$ cat src/sv/alsf_pkg.sv
package alsf_pkg;

    localparam int BLK_W  = 20;
    localparam int TAG_W  = 21;
    localparam int DATA_W = 32;
    localparam int SEL_W  = 2;
    localparam int TIME_W = 32;

    localparam logic [TAG_W-1:0] TAG_NONE = {TAG_W{1'b1}};

    typedef enum logic [2:0] {
        CMD_LOOKUP    = 3'd0,
        CMD_VICTIM    = 3'd1,
        CMD_FILL      = 3'd2,
        CMD_INSTALL   = 3'd3,
        CMD_WRITE     = 3'd4,
        CMD_READ      = 3'd5,
        CMD_SET_STATE = 3'd6,
        CMD_SET_TIME  = 3'd7
    } t_cmd;

    typedef enum logic [1:0] {
        LS_INVALID   = 2'd0,
        LS_EXCLUSIVE = 2'd1,
        LS_MODIFIED  = 2'd2,
        LS_SHARED    = 2'd3
    } t_lstate;

endpackage

$ cat src/sv/alsf_pick.sv
module alsf_pick #(
    parameter int STAMP_BITS = 32,
    parameter int IDX_W      = 3
) (
    input  logic                         i_clk,
    input  logic                         i_rst_n,
    input  logic                         i_clr,
    input  logic                         i_en,
    input  logic                         i_lookup,
    input  logic [IDX_W-1:0]             i_idx,
    input  logic [alsf_pkg::TAG_W-1:0]   i_key,
    input  logic [alsf_pkg::TAG_W-1:0]   i_tag,
    input  logic [1:0]                   i_state,
    input  logic [STAMP_BITS-1:0]        i_stamp,
    output logic                         o_hit,
    output logic [IDX_W-1:0]             o_line
);
    import alsf_pkg::*;

    logic                  r_hit,  n_hit;
    logic [IDX_W-1:0]      r_line, n_line;
    logic [STAMP_BITS-1:0] r_best, n_best;

    always_comb begin
        n_hit  = r_hit;
        n_line = r_line;
        n_best = r_best;
        if (i_clr) begin
            n_hit  = 1'b0;
            n_line = '0;
            n_best = '0;
        end else if (i_en) begin
            if (i_lookup) begin
                if (!r_hit && i_tag == i_key && i_state != LS_INVALID) begin
                    n_hit  = 1'b1;
                    n_line = i_idx;
                end
            end else begin
                if (i_idx == '0 || i_stamp < r_best) begin
                    n_best = i_stamp;
                    n_line = i_idx;
                end
            end
        end
    end

    always_ff @(posedge i_clk) begin
        if (!i_rst_n) begin
            r_hit  <= 1'b0;
            r_line <= '0;
        end else begin
            r_hit  <= n_hit;
            r_line <= n_line;
        end
        r_best <= n_best;
    end

    assign o_hit  = r_hit;
    assign o_line = r_line;

endmodule

$ cat src/sv/assoc_line_store_fifo_victim.sv
// Lookup and victim: one shared tag/stamp compare unit steps through the line memory,
// then the word is read and the command executed; one command is in flight at a time.
// Other commands: a read state, then an execute state (read, then write).
// Synchronous active-low reset, then a clearing pass through the word and line memories
// before the first command is accepted.
module assoc_line_store_fifo_victim #(
    parameter int NUM_LINES      = 4,
    parameter int WORDS_PER_LINE = 4,
    parameter int STAMP_BITS     = 32
) (
    input  logic                               i_clk,
    input  logic                               i_rst_n,
    input  logic                               i_in_valid,
    output logic                               o_in_ready,
    input  logic [2:0]                         i_cmd,
    input  logic [alsf_pkg::BLK_W-1:0]         i_block_tag,
    input  logic [alsf_pkg::SEL_W-1:0]         i_line_sel,
    input  logic [alsf_pkg::SEL_W-1:0]         i_word_sel,
    input  logic signed [alsf_pkg::DATA_W-1:0] i_word_value,
    input  logic [1:0]                         i_state_in,
    input  logic [alsf_pkg::TIME_W-1:0]        i_time_in,
    output logic                               o_out_valid,
    input  logic                               i_out_ready,
    output logic                               o_hit,
    output logic [alsf_pkg::SEL_W-1:0]         o_line_out,
    output logic signed [alsf_pkg::DATA_W-1:0] o_word_out,
    output logic [1:0]                         o_state_out,
    output logic signed [alsf_pkg::TAG_W-1:0]  o_tag_out,
    output logic [alsf_pkg::TIME_W-1:0]        o_time_out
);
    import alsf_pkg::*;

    localparam int LINE_W = $clog2(NUM_LINES);
    localparam int IDX_W  = $clog2(NUM_LINES + 1);
    localparam int WORD_W = (WORDS_PER_LINE > 1) ? $clog2(WORDS_PER_LINE) : 1;
    localparam int DEPTH  = NUM_LINES * WORDS_PER_LINE;
    localparam int ADDR_W = $clog2(DEPTH);
    localparam int CLR_W  = $clog2(DEPTH + 1);
    localparam logic [STAMP_BITS-1:0] STAMP_MAX = {STAMP_BITS{1'b1}};

    typedef enum logic [2:0] {S_CLEAR, S_IDLE, S_SCAN, S_READ, S_EXEC} t_state;

    logic [TAG_W-1:0]      m_tag   [NUM_LINES];
    logic [1:0]            m_st    [NUM_LINES];
    logic [STAMP_BITS-1:0] m_stamp [NUM_LINES];
    logic [DATA_W-1:0]     m_word  [DEPTH];

    t_state                r_state;
    logic [CLR_W-1:0]      r_clr;
    logic [IDX_W-1:0]      r_idx;
    logic [STAMP_BITS-1:0] r_count;

    t_cmd                  r_cmd;
    logic [BLK_W-1:0]      r_blk;
    logic                  r_line_ok;
    logic                  r_word_ok;
    logic [LINE_W-1:0]     r_line_idx;
    logic [ADDR_W-1:0]     r_waddr;
    logic [DATA_W-1:0]     r_value;
    logic [1:0]            r_st_in;
    logic [STAMP_BITS-1:0] r_time;

    logic [TAG_W-1:0]      r_tag_q;
    logic [1:0]            r_st_q;
    logic [STAMP_BITS-1:0] r_stamp_q;
    logic [DATA_W-1:0]     r_word_q;

    logic                  r_out_valid;
    logic                  r_hit;
    logic [SEL_W-1:0]      r_line_out;
    logic [DATA_W-1:0]     r_word_out;
    logic [1:0]            r_state_out;
    logic [TAG_W-1:0]      r_tag_out;
    logic [TIME_W-1:0]     r_time_out;

    logic                  in_go;
    logic                  exec_go;
    logic                  in_scan;
    logic [LINE_W-1:0]     in_line_idx;
    logic [WORD_W-1:0]     in_word_idx;
    logic [LINE_W-1:0]     rd_line;
    logic                  meta_we;
    logic                  word_we;
    logic [LINE_W-1:0]     wr_line;
    logic [ADDR_W-1:0]     wr_addr;
    logic [TAG_W-1:0]      n_tag;
    logic [1:0]            n_st;
    logic [STAMP_BITS-1:0] n_stamp;
    logic [DATA_W-1:0]     n_word;
    logic                  cnt_inc;
    logic                  pick_hit;
    logic [IDX_W-1:0]      pick_line;
    logic [IDX_W-1:0]      cmp_idx;

    assign o_in_ready  = (r_state == S_IDLE);
    assign in_go       = i_in_valid && o_in_ready;
    assign exec_go     = (r_state == S_EXEC) && (!r_out_valid || i_out_ready);
    assign in_scan     = (t_cmd'(i_cmd) == CMD_LOOKUP) || (t_cmd'(i_cmd) == CMD_VICTIM);
    assign in_line_idx = LINE_W'(i_line_sel);
    assign in_word_idx = WORD_W'(i_word_sel);
    assign cmp_idx     = IDX_W'(r_idx - 1'b1);

    always_comb begin
        rd_line = r_line_idx;
        if (r_state == S_SCAN && int'(r_idx) < NUM_LINES) begin
            rd_line = LINE_W'(r_idx);
        end
    end

    alsf_pick #(
        .STAMP_BITS (STAMP_BITS),
        .IDX_W      (IDX_W)
    ) u_pick (
        .i_clk    (i_clk),
        .i_rst_n  (i_rst_n),
        .i_clr    (in_go),
        .i_en     (r_state == S_SCAN && r_idx != '0),
        .i_lookup (r_cmd == CMD_LOOKUP),
        .i_idx    (cmp_idx),
        .i_key    ({1'b0, r_blk}),
        .i_tag    (r_tag_q),
        .i_state  (r_st_q),
        .i_stamp  (r_stamp_q),
        .o_hit    (pick_hit),
        .o_line   (pick_line)
    );

    always_comb begin
        n_tag   = r_tag_q;
        n_st    = r_st_q;
        n_stamp = r_stamp_q;
        n_word  = r_word_q;
        meta_we = 1'b0;
        word_we = 1'b0;
        cnt_inc = 1'b0;
        wr_line = r_line_idx;
        wr_addr = r_waddr;
        if (r_state == S_CLEAR) begin
            n_tag   = TAG_NONE;
            n_st    = LS_INVALID;
            n_stamp = '0;
            n_word  = '0;
            wr_line = LINE_W'(r_clr);
            wr_addr = ADDR_W'(r_clr);
            meta_we = int'(r_clr) < NUM_LINES;
            word_we = 1'b1;
        end else if (exec_go) begin
            case (r_cmd)
                CMD_FILL: begin
                    if (r_line_ok && r_word_ok) begin
                        n_word  = r_value;
                        word_we = 1'b1;
                    end
                end
                CMD_INSTALL: begin
                    if (r_line_ok) begin
                        n_tag   = {1'b0, r_blk};
                        n_st    = r_st_in;
                        n_stamp = r_count;
                        meta_we = 1'b1;
                        cnt_inc = (r_count != STAMP_MAX);
                    end
                end
                CMD_WRITE: begin
                    if (r_line_ok && r_word_ok) begin
                        n_word  = r_value;
                        n_st    = LS_MODIFIED;
                        word_we = 1'b1;
                        meta_we = 1'b1;
                    end
                end
                CMD_SET_STATE: begin
                    if (r_line_ok) begin
                        n_st    = r_st_in;
                        meta_we = 1'b1;
                    end
                end
                CMD_SET_TIME: begin
                    if (r_line_ok) begin
                        n_stamp = r_time;
                        meta_we = 1'b1;
                    end
                end
                default: begin
                end
            endcase
        end
    end

    always_ff @(posedge i_clk) begin
        if (meta_we) begin
            m_tag[wr_line]   <= n_tag;
            m_st[wr_line]    <= n_st;
            m_stamp[wr_line] <= n_stamp;
        end
        if (word_we) begin
            m_word[wr_addr] <= n_word;
        end
        r_tag_q   <= m_tag[rd_line];
        r_st_q    <= m_st[rd_line];
        r_stamp_q <= m_stamp[rd_line];
        r_word_q  <= m_word[r_waddr];
    end

    always_ff @(posedge i_clk) begin
        if (!i_rst_n) begin
            r_state     <= S_CLEAR;
            r_clr       <= '0;
            r_idx       <= '0;
            r_count     <= STAMP_BITS'(1);
            r_out_valid <= 1'b0;
        end else begin
            if (r_out_valid && i_out_ready && !exec_go) begin
                r_out_valid <= 1'b0;
            end
            if (cnt_inc) begin
                r_count <= r_count + 1'b1;
            end
            case (r_state)
                S_CLEAR: begin
                    r_clr <= CLR_W'(r_clr + 1'b1);
                    if (int'(r_clr) == DEPTH - 1) begin
                        r_state <= S_IDLE;
                    end
                end
                S_IDLE: begin
                    if (in_go) begin
                        r_idx   <= '0;
                        r_state <= in_scan ? S_SCAN : S_READ;
                    end
                end
                S_SCAN: begin
                    if (int'(r_idx) == NUM_LINES) begin
                        r_state <= S_READ;
                    end else begin
                        r_idx <= IDX_W'(r_idx + 1'b1);
                    end
                end
                S_READ: begin
                    r_state <= S_EXEC;
                end
                S_EXEC: begin
                    if (exec_go) begin
                        r_out_valid <= 1'b1;
                        r_state     <= S_IDLE;
                        r_hit       <= (r_cmd == CMD_LOOKUP) && pick_hit;
                        r_line_out  <= ((r_cmd == CMD_LOOKUP && pick_hit) ||
                                        r_cmd == CMD_VICTIM) ? SEL_W'(pick_line) : '0;
                        if (r_line_ok) begin
                            r_word_out  <= r_word_ok ? n_word : '0;
                            r_state_out <= n_st;
                            r_tag_out   <= n_tag;
                            r_time_out  <= TIME_W'(n_stamp);
                        end else begin
                            r_word_out  <= '0;
                            r_state_out <= LS_INVALID;
                            r_tag_out   <= TAG_NONE;
                            r_time_out  <= '0;
                        end
                    end
                end
                default: begin
                    r_state <= S_IDLE;
                end
            endcase
        end
    end

    always_ff @(posedge i_clk) begin
        if (in_go) begin
            r_cmd      <= t_cmd'(i_cmd);
            r_blk      <= i_block_tag;
            r_line_ok  <= int'(i_line_sel) < NUM_LINES;
            r_word_ok  <= int'(i_word_sel) < WORDS_PER_LINE;
            r_line_idx <= in_line_idx;
            r_waddr    <= ADDR_W'(int'(in_line_idx) * WORDS_PER_LINE + int'(in_word_idx));
            r_value    <= i_word_value;
            r_st_in    <= i_state_in;
            r_time     <= STAMP_BITS'(i_time_in);
        end
    end

    assign o_out_valid = r_out_valid;
    assign o_hit       = r_hit;
    assign o_line_out  = r_line_out;
    assign o_word_out  = signed'(r_word_out);
    assign o_state_out = r_state_out;
    assign o_tag_out   = signed'(r_tag_out);
    assign o_time_out  = r_time_out;

endmodule
$ cat config.mk
export PLATFORM = sky130hd
export DESIGN_NAME = assoc_line_store_fifo_victim
export DESIGN_NICKNAME = d
export VERILOG_FILES = /design/src/sv/alsf_pkg.sv /design/src/sv/alsf_pick.sv /design/src/sv/assoc_line_store_fifo_victim.sv
export SDC_FILE = /design/constraint.sdc
export NUM_CORES = 1
export LEC_CHECK = 0
export BUFFER_PORTS_ARGS = -buffer_cell sky130_fd_sc_hd__buf_2
export CORE_ASPECT_RATIO = 1.2
export CORE_MARGIN = 2
export CORE_UTILIZATION = 61
export DETAILED_ROUTE_END_ITERATION = 8
export PLACE_DENSITY_LB_ADDON = 0.2
export SLEW_MARGIN = 30
export SYNTH_ARGS = -nofsm -noshare
export SYNTH_HDL_FRONTEND = slang
export SYNTH_SLANG_ARGS = --single-unit
$ cat constraint.sdc
create_clock -name i_clk -period 6.3 [get_ports i_clk]
set_input_delay 0.63 -clock i_clk [delete_from_list [all_inputs] [get_ports i_clk]]
set_output_delay 0.63 -clock i_clk [all_outputs]
set_load 0.02 [all_outputs]
==> impl_metrics.json <==
{
  "vdd_drop_max_mv": 0.275,
  "tightest_slew_ns": 1.03,
  "syn_nets": 2357,
  "cts.root.buffer_cell": "clkbuf_16",
  "r2r-end": "m_word[7][31]$_DFFE_PP_",
  "vias": 21403,
  "track_usage": 0.266,
  "synth.yosys.seq_area_share": 0.752,
  "holdWs_ns": 0.151,
  "clk_path_buf_depth": 3,
  "final-max-slew-violation-count": 0,
  "initial_core_util": 0.614,
  "drv_cap": 0,
  "cts.sinks": 1081,
  "coreArea_sq_um": 66800,
  "gp_congestion": 0.868,
  "async_reset_ff_frac": 0,
  "post-synth-top-count-cell": "edfxtp_1",
  "rsz0062_at_grt": "false",
  "ctsHoldBuffers": 0,
  "antenna_found_initial": 0,
  "rows": 104,
  "worst_r2r_path_depth": 7,
  "seq_area_sq_um": 30800,
  "max_stage_delay_ns": 0.85,
  "io_pins": 189,
  "finalSetupTns_ns": 0,
  "area_growth_pct": 14.7,
  "multi_input_area_sq_um": 9850,
  "maxSlewHeadroom": 0.311,
  "path_cells": "nor3b_2 -> nand2_1 -> nor3_2 -> buf_4 -> a31oi_1 -> nor2_4 -> buf_4",
  "hold_violations": 0,
  "wl_met3_mm": 6.06,
  "setup_viol": 0,
  "worstSkewPairLatency_ns": 0.65,
  "ctsResizeCount": 0,
  "num_antenna_cells": 0,
  "crit_start": "r_state[2]$_SDFFE_PN0P_",
  "syn-instance-count": 2222,
  "worst-path-max-fanout": 34,
  "wl_met1_mm": 35.0,
  "io_buffers": 188,
  "antenna_left": 0,
  "synth_area_leaders": "edfxtp_1 67%, mux4_2 12%, dfxtp_1 8.1%, nand2_1 1.4%, a21oi_1 1.2%",
  "cp-end-kind": "flop",
  "viasPerCell": 6.21,
  "leakagePower_nw": 15.8,
  "max_freq_mhz": 253,
  "drtIter0Drc": 1986,
  "hp-class": "in -> reg",
  "overflow": 0,
  "grt_pass1_vias": 21771,
  "cts_tree": "done",
  "fin_nets": 2590,
  "drive_gt1_frac": 0.277,
  "status": "finished, final reports clean",
  "ys_types": 61,
  "synth-edff-count": 915,
  "fin_crit_sh": 0.628,
  "wl_per_cell_microns": 26.2,
  "netlist.area_leader.share": 0.671,
  "synthesis.area_sq_um": 41000,
  "cts_made_buffers": 101,
  "fp.dieW_microns": 241,
  "fin_skew_ns": 0.0216,
  "yosys_warnings": 0,
  "synth_common_cells": "915 x edfxtp_1, 215 x mux4_2, 166 x dfxtp_1",
  "firstDrtPassIters": 6,
  "power_density_nw_per_um2": 370,
  "crit_required_ns": 6.63,
  "routed.top_layer": "met4",
  "place_hpwl_mm": 54.1,
  "cp-start-kind": "flop",
  "arrival_ns": 4.29,
  "crit_slowest_cell": "nor2_4",
  "ys_ff_latch": 1081,
  "yosysTopAreaCell": "edfxtp_1",
  "crit_top_cell": "buf_4",
  "die_height_microns": 288,
  "routed_wl_mm": 90.2,
  "critPathCapture": "m_word[7][31]$_DFFE_PP_",
  "r2r_slack_ns": 2.34,
  "grt_start_max_net_pins": 69,
  "clkSlewWorstSetupHoldPaths_ns": 0.06,
  "synthFlopType": "edfxtp_1",
  "timing.final.crit_period_ns": 3.96,
  "critPathKind": "reg -> reg",
  "dieArea_sq_um": 69300,
  "final_util": 0.704,
  "postSynthAreaPerCell_sq_um": 18.4,
  "post_cts.repair.setup_buffers": 0,
  "fillers": 4101,
  "route.detailed.drc": 0,
  "wl_met2_mm": 46.2,
  "htree_levels": 3,
  "r2r_start": "r_state[2]$_SDFFE_PN0P_",
  "grt_pass1_wl_mm": 135
}
-- metrics by stage --
stage	area [sq um]	cells	setup slack, ns	power, mW
finish	47000	3445	2.34	17.4
global route	47000	3445	2.24	18.0
CTS	46900	3444	2.41	17.5
detailed placement	43400	3252	2.41	11.1
global placement	43100	3244	2.50	10.9
floorplan	41000	2222	1.56	10.3
-- cells in the final DEF (no fill, tap or decap), types with 15 or more instances in the layout --
| cell | count |
|---|---|
| a21oi_1 | 62 |
| buf_4 | 45 |
| nor2_4 | 20 |
| a211oi_1 | 38 |
| nor2_1 | 64 |
| clkinv_2 | 24 |
| edfxtp_1 | 915 |
| a21oi_2 | 32 |
| clkinv_1 | 15 |
| bufinv_16 | 17 |
| mux4_2 | 215 |
| xor2_1 | 39 |
| nand3_1 | 60 |
| inv_1 | 43 |
| buf_2 | 188 |
| nand4_1 | 17 |
| nand2_1 | 157 |
| clkbuf_16 | 105 |
| o21ai_0 | 46 |
| nor3_1 | 18 |
| dfxtp_1 | 166 |
| and2_1 | 32 |
| mux2i_1 | 40 |
| ha_1 | 38 |
-- registers in the layout, summed over array words and instances, names as in the netlist, 3 cells and up --
| signal | count |
|---|---|
| r_cmd | 3 |
| o_tag_out | 21 |
| m_st | 8 |
| o_time_out | 32 |
| r_blk | 20 |
| u_pick.r_best | 32 |
| o_word_out | 32 |
| r_idx | 3 |
| m_word | 512 |
| r_state | 3 |
| r_count | 32 |
| r_time | 32 |
| r_word_q | 32 |
| r_clr | 5 |
| r_tag_q | 21 |
| m_tag | 84 |
| r_stamp_q | 32 |
| r_value | 32 |
| m_stamp | 128 |
-- cells by family (layout without fill, tap and decap cells) --
family | after synthesis | after routing | synth area share
compound gates | 211 | 211 | 0.0304
fa+ha+maj | 38 | 38 | 0.0116
simple gates | 431 | 431 | 0.0510
xor+xnor | 48 | 48 | 0.0103
buf+inv | 156 | 478 | 0.0162
mux | 257 | 257 | 0.129
flops | 1081 | 1081 | 0.752
-- layout make-up --
class / count / area share
Clock buffer: 116 / 0.0576
Tap cell: 901 / 0.0240
Sequential cell: 1081 / 0.655
Inverter: 43 / 0.00343
Multi-Input combinational cell: 985 / 0.210
Timing Repair Buffer: 243 / 0.0316
Clock inverter: 76 / 0.0183
-- report_power, final --
group	internal, mW	total (mW)	switching (mW)
sequential	8.78	9.07	0.296
clock	3.80	6.41	2.62
combinational	0.654	1.88	1.22
total	13.2	17.4	4.13
-- per-layer routing --
layer  vias up  track usage
met3       162       0.0363
met2       885        0.448
met4         0       0.0983
met5         -            0
li1       9242            -
met1     11114        0.360
-- worst min-delay path by stage --
stage,cells past startpoint,from,end
finish,1,i_word_value[13],r_value[13]$_DFFE_PP_
detailed placement,2,u_pick.o_line[1]$_SDFFE_PP0P_,u_pick.o_line[1]$_SDFFE_PP0P_
global placement,2,u_pick.o_line[0]$_SDFFE_PP0P_,u_pick.o_line[0]$_SDFFE_PP0P_
CTS,1,i_word_sel[0],r_waddr[0]$_DFFE_PP_
floorplan,2,u_pick.o_line[0]$_SDFFE_PP0P_,u_pick.o_line[0]$_SDFFE_PP0P_
global route,1,i_word_sel[0],r_waddr[0]$_DFFE_PP_
-- critical path: cells and delay by family, from the launching register on --
kind,cells,cell delay (ns)
and+or+nand+nor,4,1.73
buffers and inverters,2,0.90
DFF,1,0.56
AOI/OAI and AO/OA,1,0.44
Note: power is estimated with default switching activity, not from simulation.
